<file path="config.mk">
export PLATFORM = sky130hd
export DESIGN_NAME = programmable_interrupt_controller
export DESIGN_NICKNAME = d
export VERILOG_FILES = /design/src/hdl/pic_pkg.sv /design/src/hdl/pic_core.sv /design/src/hdl/pic_out_reg.sv /design/src/hdl/programmable_interrupt_controller.sv
export SDC_FILE = /design/constraint.sdc
export NUM_CORES = 1
export LEC_CHECK = 0
export BUFFER_PORTS_ARGS = -buffer_cell sky130_fd_sc_hd__buf_4
export CELL_PAD_IN_SITES_DETAIL_PLACEMENT = 1
export CELL_PAD_IN_SITES_GLOBAL_PLACEMENT = 2
export CORE_MARGIN = 2
export CORE_UTILIZATION = 37
export CTS_BUF_LIST = sky130_fd_sc_hd__clkbuf_4 sky130_fd_sc_hd__clkbuf_8
export CTS_CLUSTER_SIZE = 28
export DETAILED_ROUTE_END_ITERATION = 6
export HOLD_SLACK_MARGIN = 0.02
export PLACE_DENSITY = 0.87
export SETUP_SLACK_MARGIN = 0.3
export SLEW_MARGIN = 20
export SYNTH_ARGS = -nofsm -noshare
export SYNTH_HDL_FRONTEND = slang
export SYNTH_SLANG_ARGS = --single-unit
</file>
<file path="constraint.sdc">
create_clock -name clk -period 3.65 [get_ports clk]
set_input_delay 0.5475 -clock clk [delete_from_list [all_inputs] [get_ports clk]]
set_output_delay 0.5475 -clock clk [all_outputs]
set_load 0.02 [all_outputs]
</file>
<file path="src/hdl/pic_pkg.sv">
`timescale 1ns / 1ps
`default_nettype none

package pic_pkg;

    // Bus operation carried by one input beat
    typedef enum logic [1:0] {
        OP_WRITE  = 2'd0,
        OP_READ   = 2'd1,
        OP_SAMPLE = 2'd2,
        OP_ACK    = 2'd3
    } op_t;

    // Initialization sequence position: which ICW the data port expects next
    typedef enum logic [1:0] {
        PH_READY = 2'd0,
        PH_ICW2  = 2'd1,
        PH_ICW3  = 2'd2,
        PH_ICW4  = 2'd3
    } phase_t;

    // Port select codes
    localparam logic PORT_CMD  = 1'b0;
    localparam logic PORT_DATA = 1'b1;

    // Command-port bit positions
    localparam int ICW1_BIT     = 4;  // ICW1 marker
    localparam int OCW3_BIT     = 3;  // OCW3 marker
    localparam int OCW2_EOI_BIT = 5;  // end of interrupt
    localparam int OCW2_SL_BIT  = 6;  // specific level
    localparam int OCW3_RR_BIT  = 1;  // read register enable
    localparam int OCW3_RIS_BIT = 0;  // read ISR select
    localparam int ICW1_IC4_BIT = 0;
    localparam int ICW1_SNGL_BIT = 1;
    localparam int ICW4_AEOI_BIT = 1;

    // Low vector bits given on a spurious acknowledge
    localparam logic [2:0] SPURIOUS_LINE = 3'd7;

    // One result beat
    typedef struct packed {
        logic [7:0] read_data;
        logic       int_out;
        logic [7:0] vector;
        logic       vector_valid;
        logic       spurious;
    } result_t;

    // One-hot of the lowest set bit, zero when the byte is zero
    function automatic logic [7:0] lowest_onehot(input logic [7:0] v);
        lowest_onehot = v & (~v + 8'd1);
    endfunction

    // Index of the lowest set bit; only meaningful for a nonzero byte
    function automatic logic [2:0] lowest_index(input logic [7:0] v);
        logic [2:0] idx;
        idx = 3'd0;
        for (int i = 7; i >= 0; i--) begin
            if (v[i])
            begin
                idx = 3'(i);
            end
        end
        lowest_index = idx;
    endfunction

    // Unmasked requests above the highest-priority line in service
    function automatic logic [7:0] eligible(input logic [7:0] irr,
                                            input logic [7:0] imr,
                                            input logic [7:0] isr);
        logic [7:0] below;
        below = (isr == 8'd0) ? 8'hFF : (lowest_onehot(isr) - 8'd1);
        eligible = irr & ~imr & below;
    endfunction

endpackage

`default_nettype wire

</file>
<file path="src/hdl/pic_core.sv">
`timescale 1ns / 1ps
`default_nettype none

module pic_core (
    input  wire logic              clk,
    input  wire logic              rst_n,
    input  wire logic              accept,
    input  wire logic [1:0]        opcode,
    input  wire logic              port_select,
    input  wire logic [7:0]        write_data,
    input  wire logic [7:0]        irq_lines,
    output pic_pkg::result_t       result
);

    pic_pkg::phase_t phase_reg, phase_next;
    logic            expect_icw4_reg, expect_icw4_next;
    logic            single_mode_reg, single_mode_next;
    logic [4:0]      vector_base_reg, vector_base_next;
    logic [7:0]      cascade_word_reg, cascade_word_next;
    logic            auto_eoi_reg, auto_eoi_next;
    logic [7:0]      mask_reg, mask_next;
    logic [7:0]      request_reg, request_next;
    logic [7:0]      service_reg, service_next;
    logic            read_isr_sel_reg, read_isr_sel_next;

    logic [7:0]      elig;
    logic [7:0]      grant;

    // Next state and result for the current beat
    always_comb
    begin
        phase_next        = phase_reg;
        expect_icw4_next  = expect_icw4_reg;
        single_mode_next  = single_mode_reg;
        vector_base_next  = vector_base_reg;
        cascade_word_next = cascade_word_reg;
        auto_eoi_next     = auto_eoi_reg;
        mask_next         = mask_reg;
        request_next      = request_reg;
        service_next      = service_reg;
        read_isr_sel_next = read_isr_sel_reg;

        result = '0;
        elig   = pic_pkg::eligible(request_reg, mask_reg, service_reg);
        grant  = pic_pkg::lowest_onehot(elig);

        unique case (pic_pkg::op_t'(opcode))
            pic_pkg::OP_WRITE:
            begin
                if (port_select == pic_pkg::PORT_DATA)
                begin
                    // Data port: ICW2..ICW4 during init, mask afterwards
                    unique case (phase_reg)
                        pic_pkg::PH_ICW2:
                        begin
                            vector_base_next = write_data[7:3];
                            if (!single_mode_reg)
                                phase_next = pic_pkg::PH_ICW3;
                            else if (expect_icw4_reg)
                                phase_next = pic_pkg::PH_ICW4;
                            else
                                phase_next = pic_pkg::PH_READY;
                        end
                        pic_pkg::PH_ICW3:
                        begin
                            cascade_word_next = write_data;
                            phase_next = expect_icw4_reg ? pic_pkg::PH_ICW4
                                                         : pic_pkg::PH_READY;
                        end
                        pic_pkg::PH_ICW4:
                        begin
                            auto_eoi_next = write_data[pic_pkg::ICW4_AEOI_BIT];
                            phase_next    = pic_pkg::PH_READY;
                        end
                        default:
                        begin
                            mask_next = write_data;
                        end
                    endcase
                end
                else
                begin
                    // Command port: ICW1, OCW3, OCW2 in that order of decode
                    priority if (write_data[pic_pkg::ICW1_BIT])
                    begin
                        expect_icw4_next  = write_data[pic_pkg::ICW1_IC4_BIT];
                        single_mode_next  = write_data[pic_pkg::ICW1_SNGL_BIT];
                        mask_next         = 8'd0;
                        request_next      = 8'd0;
                        service_next      = 8'd0;
                        auto_eoi_next     = 1'b0;
                        read_isr_sel_next = 1'b0;
                        phase_next        = pic_pkg::PH_ICW2;
                    end
                    else if (write_data[pic_pkg::OCW3_BIT])
                    begin
                        if (write_data[pic_pkg::OCW3_RR_BIT])
                            read_isr_sel_next = write_data[pic_pkg::OCW3_RIS_BIT];
                    end
                    else if (write_data[pic_pkg::OCW2_EOI_BIT])
                    begin
                        if (write_data[pic_pkg::OCW2_SL_BIT])
                            service_next[write_data[2:0]] = 1'b0;
                        else
                            service_next = service_reg
                                         & ~pic_pkg::lowest_onehot(service_reg);
                    end
                end
            end
            pic_pkg::OP_READ:
            begin
                if (port_select == pic_pkg::PORT_DATA)
                    result.read_data = mask_reg;
                else
                    result.read_data = read_isr_sel_reg ? service_reg : request_reg;
            end
            pic_pkg::OP_SAMPLE:
            begin
                request_next = request_reg | irq_lines;
            end
            default:
            begin
                // Acknowledge: grant lowest eligible line or go spurious
                result.vector_valid = 1'b1;
                if (elig == 8'd0)
                begin
                    result.spurious = 1'b1;
                    result.vector   = {vector_base_reg, pic_pkg::SPURIOUS_LINE};
                end
                else
                begin
                    request_next = request_reg & ~grant;
                    if (!auto_eoi_reg)
                        service_next = service_reg | grant;
                    result.vector = {vector_base_reg, pic_pkg::lowest_index(elig)};
                end
            end
        endcase

        // Interrupt output reflects the state after this beat
        result.int_out = |pic_pkg::eligible(request_next, mask_next, service_next);
    end

    // State registers
    always_ff @(posedge clk or negedge rst_n)
    begin
        if (!rst_n)
        begin
            phase_reg        <= pic_pkg::PH_READY;
            expect_icw4_reg  <= 1'b0;
            single_mode_reg  <= 1'b0;
            vector_base_reg  <= 5'd0;
            cascade_word_reg <= 8'd0;
            auto_eoi_reg     <= 1'b0;
            mask_reg         <= 8'hFF;
            request_reg      <= 8'd0;
            service_reg      <= 8'd0;
            read_isr_sel_reg <= 1'b0;
        end
        else if (accept)
        begin
            phase_reg        <= phase_next;
            expect_icw4_reg  <= expect_icw4_next;
            single_mode_reg  <= single_mode_next;
            vector_base_reg  <= vector_base_next;
            cascade_word_reg <= cascade_word_next;
            auto_eoi_reg     <= auto_eoi_next;
            mask_reg         <= mask_next;
            request_reg      <= request_next;
            service_reg      <= service_next;
            read_isr_sel_reg <= read_isr_sel_next;
        end
    end

endmodule

`default_nettype wire

</file>
<file path="src/hdl/pic_out_reg.sv">
`timescale 1ns / 1ps
`default_nettype none

module pic_out_reg (
    input  wire logic              clk,
    input  wire logic              rst_n,
    input  wire logic              load_valid,
    output logic                   load_ready,
    input  wire pic_pkg::result_t  load_data,
    output logic                   hold_valid,
    input  wire logic              hold_ready,
    output pic_pkg::result_t       hold_data
);

    logic             valid_reg;
    pic_pkg::result_t data_reg;

    // Take a new beat when empty or when the held one leaves this cycle
    assign load_ready = !valid_reg || hold_ready;
    assign hold_valid = valid_reg;
    assign hold_data  = data_reg;

    always_ff @(posedge clk or negedge rst_n)
    begin
        if (!rst_n)
            valid_reg <= 1'b0;
        else if (load_ready)
            valid_reg <= load_valid;
    end

    always_ff @(posedge clk)
    begin
        if (load_ready && load_valid)
            data_reg <= load_data;
    end

endmodule

`default_nettype wire

</file>
<file path="src/hdl/programmable_interrupt_controller.sv">
`timescale 1ns / 1ps
`default_nettype none

// 8259A-style interrupt controller with fixed priority (line 0 highest).
// Each input beat is one bus operation (write, read, line sample or
// acknowledge) and yields exactly one result beat. The controller state is
// updated at the edge that accepts a beat, and the result, including
// int_out as it stands after that operation, is held in a single output
// register. Throughput is one beat per clock while result_ready keeps the
// output register free; result_valid rises in the cycle after acceptance.
// The output register accepts a new beat in the same cycle its held result
// is taken, so result_ready low is the only thing that stalls the input side.
module programmable_interrupt_controller (
    input  wire logic        clk,
    input  wire logic        rst_n,
    input  wire logic        item_valid,
    output logic             item_ready,
    input  wire logic [1:0]  opcode,
    input  wire logic        port_select,
    input  wire logic [7:0]  write_data,
    input  wire logic [7:0]  irq_lines,
    output logic             result_valid,
    input  wire logic        result_ready,
    output logic [7:0]       read_data,
    output logic             int_out,
    output logic [7:0]       vector,
    output logic             vector_valid,
    output logic             spurious
);

    logic             accept;
    pic_pkg::result_t step_result;
    pic_pkg::result_t held_result;

    assign accept = item_valid && item_ready;

    pic_core u_core (
        .clk         (clk),
        .rst_n       (rst_n),
        .accept      (accept),
        .opcode      (opcode),
        .port_select (port_select),
        .write_data  (write_data),
        .irq_lines   (irq_lines),
        .result      (step_result)
    );

    pic_out_reg u_out (
        .clk        (clk),
        .rst_n      (rst_n),
        .load_valid (item_valid),
        .load_ready (item_ready),
        .load_data  (step_result),
        .hold_valid (result_valid),
        .hold_ready (result_ready),
        .hold_data  (held_result)
    );

    assign read_data    = held_result.read_data;
    assign int_out      = held_result.int_out;
    assign vector       = held_result.vector;
    assign vector_valid = held_result.vector_valid;
    assign spurious     = held_result.spurious;

endmodule

`default_nettype wire

</file>
Yosys cells after proc, flatten, opt, wreduce, memory -nomap -nowiden
Cells that the tools add are included.
Cells by class
  $add $sub $neg: 5
  magnitude comparators: 2
  equal/unequal tests: 7
  multiplexer cells: 44
  bitwise operators: 21
  reductions and logical operators: 20
Operators with widths (number)
  2-to-1 mux 8 bit: 18
  bitwise AND 8 bit: 10
  NOT 8 bit: 8
  2-to-1 mux 3 bit: 9
  adder 8 x 1 -> 8 bit, second input constant: 3
  zero test 8 bit: 3
  one-hot mux 8 bit (3 select lines): 1
  OR 8 bit: 2
  one-hot mux 8 bit (2 select lines): 1
  AND reduction 4 bit: 4
  subtractor 8 x 1 -> 8 bit, second input constant: 2
  2-to-1 mux 2 bit: 5
  2-to-1 mux 1 bit: 8
  OR reduction 8 bit: 1
  equality test 2 bit, second input constant: 3
  one-hot mux 2 bit (3 select lines): 1
  nonzero test 2 bit: 3
  OR reduction 3 bit: 2
  AND reduction 5 bit: 1
  equality test 2 x 1 -> 1 bit, second input constant: 2
  less-than comparator 3 x 4 -> 1 bit, second input constant: 1
  inequality test 4 x 1 -> 1 bit, second input constant: 1
  demux 1 bit (select 3 bit): 1
  greater-or-equal comparator 3 x 1 -> 1 bit, second input constant: 1
  7 further kinds: 8
Word-level totals
  register bits: 55
  output and inout bits: 21
  word-level logic and storage cells: 114

Depth between registers and ports, before layout
Gate-level depths: netlist (run 1).
  word-level depth: 20
  gate-level depth with buffers: 10

By module
A second synthesis (run 1) with hierarchy kept.
Second synthesis, totals
  cells, all modules: 347
  area total of the unflattened synthesis: 3379.5 µm²
Modules (own cells, without submodules)
  pic_core: times used 1, cells an instance 323, area each 2748.9 µm²
  pic_out_reg: times used 1, cells an instance 23, area each 624.3 µm²
  programmable_interrupt_controller: times used 1, cells an instance 1, area each 6.3 µm²

Least setup slack after synthesis (run 1)
Ideal clock, no wire load.
  path kind: input -> register
  start: input port opcode[0]
  end: register u_out.data_reg, in the netlist u_out.hold_data[10] (data pin)
  arrival: 2.366 ns
  required time: 3.389 ns
  slack: 1.023 ns
  stages on the path: 9
  path buffers: 1
  cell sequence: inv_1 -> ha_1 -> clkbuf_1 -> nor3b_1 -> a22o_1 -> a221oi_1 -> o21bai_1 -> nor4b_2 -> a21oi_1
RTL lines
  start: declaration: RTL line programmable_interrupt_controller.sv:18  | input wire logic [1:0] opcode,
  end signal: assignment: RTL line pic_out_reg.sv:34  | data_reg <= load_data;
  end: declaration: RTL line pic_out_reg.sv:16  | pic_pkg::result_t data_reg;

==> run summary, run 1 <==
GLOBAL ROUTE
-------------------------------------------------------------------------------------
GRT overflow                                                                        0
Number of global-route vias before repair                                       3,212
First-pass GRT wire length                                                  18,400 um
Number of antenna violations at the first check in global routing                   0
Maximum number of pins on one net before global-route repair                       37
Overall track demand over capacity in global routing                            24.0%

CTS
-------------------------------------------------------------------------------------
Number of instances resized during post-cts repair                                  0
Number of levels the H-tree was split into                                          2
Total clock sinks                                                                  55
Buffer cell driving the clock tree root                                  sky130_fd_sc_hd__clkbuf_8
Quantity of hold-fixing buffers added after cts                                     0
Setup Buffers After CTS                                                             0
Skew-Pair Late Insertion Delay                                                0.33 ns
Clock tree from TritonCTS                                                        done
Clock-pin slew on the worst setup and hold paths                              0.11 ns
Clock buffer count from CTS                                                         5
Buffer levels on the longest clock path                                             2

FLOORPLANNING
-------------------------------------------------------------------------------------
I/O pin cnt                                                                        44
Rows                                                                               35
DIE HEIGHT                                                                    99.9 um
Die outline area                                                           9990 sq um
Die boundary width                                                            99.9 um
Placeable core region                                                      9060 sq um
Initial core utilization                                                        37.6%

CELLS AND AREA
-------------------------------------------------------------------------------------
Cell area after layout                                                     3950 sq um
Post-route non-filler standard cell count                                         519
Share of post-route cells with drive strength above 1                           20.3%
Max FFs per register                                                               19
Fill count                                                                      1,069
Most frequent standard cell in the layout excluding fill and tap cells   sky130_fd_sc_hd__nand2_1
Leading cell types in the layout, fill and taps excluded                 60 x sky130_fd_sc_hd__nand2_1, 51 x sky130_fd_sc_hd__buf_4, 31 x sky130_fd_sc_hd__o21ai_0
Final-stage net count                                                             434
Number of antenna repair diodes                                                     0
Synthesis-to-layout area growth                                                 16.1%

PWR
-------------------------------------------------------------------------------------
Power Density                                                             499 nW/um^2
Peak supply drop                                                             0.229 mV
Reported leakage power                                                        1.71 nW
Total power                                                                   1.97 mW

FLOW RUN
-------------------------------------------------------------------------------------
Max Cap Violations                                                                  0

ROUTE
-------------------------------------------------------------------------------------
Number of DRC markers after the initial detailed-route iteration                  193
Avg WL per Cell                                                               22.6 um
Vias per std cell                                                                6.18
Drt total wl                                                                11,700 um
# DRC                                                                               0
Router iterations before antenna repair                                             5
ANT nets after route                                                                0
Count of vias placed by the detailed router                                     3,205

SETUP PATH
-------------------------------------------------------------------------------------
Worst stage delay on the critical path                                        0.78 ns
Data arrival time at the worst-slack endpoint                                 3.14 ns
End of the worst register-to-register path                               u_out.hold_data[10]
Worst r2r path cells                                                                7
Maximum fanout along the worst path                                                10
Start-to-end type of the worst setup path                                  reg -> reg
CP Launch Type                                                              flip-flop
Crit path required time                                                       3.72 ns
Worst path cell trace                                                    or4_1, nor3_1, a21oi_1, o21ai_0, nand2_1, nor4b_2, a21oi_1
Worst flop-to-flop path startpoint                                       u_core.service_reg[2]
Cell type with the highest occurrence count on the critical path         sky130_fd_sc_hd__a21oi_1
Setup slack, reg-to-reg                                                       0.58 ns
Slowest library cell on the worst path                                   sky130_fd_sc_hd__or4_1
Endpoint kind of the worst setup timing path                                flip-flop

TIMING
-------------------------------------------------------------------------------------
Worst slew slack as a fraction of its limit                                     44.8%
Post-route worst setup slack                                                 0.579 ns
Min Clock Period, post-route                                                  3.07 ns
Final Cycle Share                                                               84.1%
Fmax achieved                                                                 326 MHz
Pins Over Slew Limit                                                                0
Count of final hold-check violations                                                0
Setup TNS                                                                        0 ns
Clock Skews                                                                 0.0155 ns
Setup repair after global routing missed its margin                             false
Pin slew with the least headroom to its limit                                0.822 ns
Setup-violating endpoint count in the final report                                  0

LOGIC SYNTHESIS
-------------------------------------------------------------------------------------
Top_reg_cell synth                                                       sky130_fd_sc_hd__dfrtp_1
Average instance area after synthesis                                      9.13 sq um
Register bit total from synthesis                                                  55
Largest area contributor in the synthesized netlist                      sky130_fd_sc_hd__dfrtp_1
Number of flops mapped to enable cells by yosys                                    19
Number of warnings printed during yosys synthesis                                   0
Share of the synthesized area in the top cell type                              20.6%
Ranking of synthesized cells by area                                     sky130_fd_sc_hd__dfrtp_1 21%, sky130_fd_sc_hd__edfxtp_1 17%, sky130_fd_sc_hd__nand2_1 6.6%
Number of unique standard cell types used by synthesis                             60
Post-Syn Nets                                                                     400
Share of flip-flops with an asynchronous set or reset after synthesis           65.5%
Summed instance area of the synthesized netlist                            3400 sq um
Post-synthesis cell count                                                         373
Sequential-to-total area share from yosys stat                                  43.5%

PLACEMENT
-------------------------------------------------------------------------------------
Placement-stage worst setup slack                                            0.470 ns
Instance area at placement                                                 3830 sq um
Placer Congestion                                                               0.912
Placed instance count                                                             511
Count of input and output buffers                                                  43
Placed wire-length estimate                                                   8670 um

MIN PATH
-------------------------------------------------------------------------------------
Min-Delay Path Class                                                      in -> async

STATUS
-------------------------------------------------------------------------------------
Run status                                                                  completed

-- worst max path at each step --
| stage | from | end | slack, ns | depth (start not counted) |
|---|---|---|---|---|
| after floorplan | opcode[0] | u_out.hold_data[10] | 1.02 | 9 |
| after global placement | opcode[0] | u_out.hold_data[10] | 0.62 | 9 |
| after detailed placement | opcode[0] | u_out.hold_data[10] | 0.47 | 9 |
| after CTS | u_core.service_reg[2] | u_out.hold_data[10] | 0.67 | 7 |
| after global routing | u_core.service_reg[1] | u_out.hold_data[10] | 0.43 | 7 |
| final | u_core.service_reg[2] | u_out.hold_data[10] | 0.58 | 7 |
-- power by group --
| group | switching (mW) | total, mW | internal, mW |
|---|---|---|---|
| registers | 0.132 | 0.886 | 0.755 |
| logic | 0.392 | 0.641 | 0.249 |
| clock network | 0.233 | 0.446 | 0.212 |
| total | 0.756 | 1.97 | 1.22 |
-- critical path, delay by kind of cell (launching register included) --
| family | cells | cell delay [ns] |
|---|---|---|
| AO/OA/AOI/OAI | 3 | 0.62 |
| flip-flops | 1 | 0.48 |
| AND/OR/NAND/NOR | 4 | 1.71 |
-- final cells by class --
class	instances	area [sq um]	area share, %
clock inverter	3	50.0	1.27
multi-input combinational	282	1790	45.2
sequential	55	1480	37.5
tap	111	139	3.51
clock buffer	5	68.8	1.74
inverter	12	45.0	1.14
timing repair buffer	51	383	9.68
-- logic make-up after synthesis --
group / count (synthesis) / synth area share, %
muxes: 15 / 4.70
AOI/OAI and AO/OA: 119 / 24.7
buffers and inverters: 36 / 4.01
DFF: 55 / 43.5
and+or+nand+nor: 144 / 21.6
adders and majority gates: 4 / 1.47
-- per-layer routing --
layer | up-vias | track usage [%] | wire, um
li1 | 1451 | - | -
met1 | 1608 | 33.2 | 5240
met2 | 121 | 39.8 | 5620
met3 | 25 | 2.65 | 562
met4 | 0 | 7.06 | 295
met5 | - | 0 | 0
-- per-stage QoR --
stage	hold slack (ns)	utilization, %
floorplan	0.252	-
global placement	0.463	42.3
detailed placement	0.494	42.3
CTS	0.196	43.6
global route	0.198	43.6
finish	0.172	43.6
-- synthesized netlist by cell type (10+ instances only) --
cell type / n
sky130_fd_sc_hd__a21oi_1: 17
sky130_fd_sc_hd__a22o_1: 10
sky130_fd_sc_hd__clkbuf_1: 22
sky130_fd_sc_hd__dfrtp_1: 28
sky130_fd_sc_hd__edfxtp_1: 19
sky130_fd_sc_hd__inv_1: 12
sky130_fd_sc_hd__nand2_1: 60
sky130_fd_sc_hd__nor2_1: 21
sky130_fd_sc_hd__nor3_1: 11
sky130_fd_sc_hd__o21ai_0: 31
No activity file was read; power rests on OpenSTA's default activity.
==> run 2, diff against run 1 <==
==> constraint.sdc (replaced) <==
create_clock -name clk -period 3 [get_ports clk]
set_input_delay 0.45 -clock clk [delete_from_list [all_inputs] [get_ports clk]]
set_output_delay 0.45 -clock clk [all_outputs]
set_load 0.02 [all_outputs]
==> run 2 against run 1 <==
Compared with the run above:
- setup slack worse by 0.17 ns
- combinational power up 31%
- sequential cell count is the same
- global-route usage is 1.0 points higher
- non-clock buffer count grew 19
- core utilization grew 2.1 points
- wire length rose by 3.1%
- cell count up 3.7%
- sequential power increased by 22%
- count of clock-buffer cells in the layout stayed put
==> run summary, run 2 (synthesis results as in run 1) <==
GLOBAL ROUTE
-------------------------------------------------------------------------------------
First-pass GRT wire length                                                  18,800 um
Maximum number of pins on one net before global-route repair                       37
Number of antenna violations at the first check in global routing                   0
Number of global-route vias before repair                                       3,273
Overall track demand over capacity in global routing                            25.0%
GRT overflow                                                                        0

ROUTE
-------------------------------------------------------------------------------------
ANT nets after route                                                                0
Vias per std cell                                                                5.99
Avg WL per Cell                                                               22.5 um
Router iterations before antenna repair                                             4
# DRC                                                                               0
Drt total wl                                                                12,100 um
Number of DRC markers after the initial detailed-route iteration                  210
Count of vias placed by the detailed router                                     3,223

CELLS AND AREA
-------------------------------------------------------------------------------------
Cell area after layout                                                     4140 sq um
Fill count                                                                      1,060
Leading cell types in the layout, fill and taps excluded                 69 x sky130_fd_sc_hd__buf_4, 60 x sky130_fd_sc_hd__nand2_1, 30 x sky130_fd_sc_hd__o21ai_0
Post-layout util                                                                45.7%
Area used by multi-input combinational logic                               1820 sq um
Number of antenna repair diodes                                                     0
FF/Latch Area                                                              1490 sq um
Max FFs per register                                                               19
Synthesis-to-layout area growth                                                 21.7%
Most frequent standard cell in the layout excluding fill and tap cells   sky130_fd_sc_hd__buf_4
Share of post-route cells with drive strength above 1                           26.5%
Final-stage net count                                                             453
Post-route non-filler standard cell count                                         538

TIMING
-------------------------------------------------------------------------------------
Count of final hold-check violations                                                0
Worst slew slack as a fraction of its limit                                     52.3%
Pins Over Slew Limit                                                                0
Min Clock Period, post-route                                                  2.59 ns
Clock Skews                                                                0.00653 ns
Hold slack                                                                  0.0859 ns
Post-route worst setup slack                                                 0.411 ns
Setup-violating endpoint count in the final report                                  0
Final Cycle Share                                                               86.3%
Setup repair after global routing missed its margin                             false
Pin slew with the least headroom to its limit                                0.711 ns
Setup TNS                                                                        0 ns
Fmax achieved                                                                 386 MHz

SETUP PATH
-------------------------------------------------------------------------------------
Worst setup path startpoint                                              u_core.service_reg[2]
Maximum fanout along the worst path                                                 7
Crit path required time                                                       3.08 ns
Start-to-end type of the worst setup path                                  reg -> reg
Endpoint kind of the worst setup timing path                                flip-flop
Worst stage delay on the critical path                                        0.58 ns
Data arrival time at the worst-slack endpoint                                 2.67 ns
Slowest library cell on the worst path                                   sky130_fd_sc_hd__or4_4
CP Launch Type                                                              flip-flop
Worst path cell trace                                                    or4_4, or3_1, and4bb_2, o2bb2ai_2, nor4b_1, nor4b_2, a21oi_1
Worst flop-to-flop path startpoint                                       u_core.service_reg[2]
Cell family with the largest share of critical-path delay                simple AND/OR/NAND/NOR gates
WP buf/inv                                                                          0

FLOORPLANNING
-------------------------------------------------------------------------------------
Die boundary width                                                            99.9 um
DIE HEIGHT                                                                    99.9 um
Placeable core region                                                      9060 sq um
I/O pin cnt                                                                        44
Rows                                                                               35
Initial core utilization                                                        37.6%
Die outline area                                                           9990 sq um

CTS
-------------------------------------------------------------------------------------
Skew-Pair Late Insertion Delay                                                0.32 ns
Number of levels the H-tree was split into                                          2
Total clock sinks                                                                  55
Clock tree from TritonCTS                                                        done
Buffer levels on the longest clock path                                             2
Clock-pin slew on the worst setup and hold paths                              0.11 ns
Clock buffer count from CTS                                                         5
Buffer cell driving the clock tree root                                  sky130_fd_sc_hd__clkbuf_8

PWR
-------------------------------------------------------------------------------------
Total power                                                                   2.44 mW
Peak supply drop                                                             0.265 mV
Reported leakage power                                                        1.81 nW
Power Density                                                             590 nW/um^2

STATUS
-------------------------------------------------------------------------------------
Run status                                                                  completed

PLACEMENT
-------------------------------------------------------------------------------------
Placement-stage worst setup slack                                            0.137 ns
Placed instance count                                                             528
Placed wire-length estimate                                                   9180 um
Placer Congestion                                                               0.958
Count of input and output buffers                                                  43
Instance area at placement                                                 3980 sq um

MIN PATH
-------------------------------------------------------------------------------------
Min-Delay Path Class                                                      in -> async

FLOW RUN
-------------------------------------------------------------------------------------
Max Cap Violations                                                                  0

-- run 2: what timing repair did --
action	in CTS	in global routing
buffers inserted	0	2
cloned	0	0
pin swaps	0	3
gates resized for setup	1	11
setup endpoints to repair	1	2
hold buffers	0	0
-- run 2: layer usage --
layer	track usage [%]	part of all wire (%)	vias up
li1	-	-	1491
met1	32.7	43	1606
met2	42.5	48	100
met3	3.55	5.5	26
met4	8.75	3.1	0
met5	0	0	-
-- run 2: area by class of cell --
class	count	area share, %
multi-input combinational	282	43.9
sequential	55	35.9
timing repair buffer	70	13.0
tap	111	3.35
clock buffer	5	1.66
clock inverter	3	1.15
inverter	12	1.09
-- run 2: final timing paths --
check | end | slack, ns | cells past startpoint
max reg2reg | u_out.hold_data[10] | 0.41 | 7
max in group asynchronous | u_core.request_reg[0] | 2.54 | 1
min in group clk | u_out.hold_valid | 0.33 | 2
max | u_out.hold_data[10] | 0.41 | 7
min | u_core.service_reg[5] | 0.09 | 1
min reg2reg | u_core.vector_base_reg[0] | 0.49 | 2
-- run 2: report_power, final --
| group | total (mW) | internal [mW] | switching, mW |
|---|---|---|---|
| logic | 0.838 | 0.353 | 0.486 |
| registers | 1.08 | 0.920 | 0.155 |
| clock network | 0.531 | 0.254 | 0.277 |
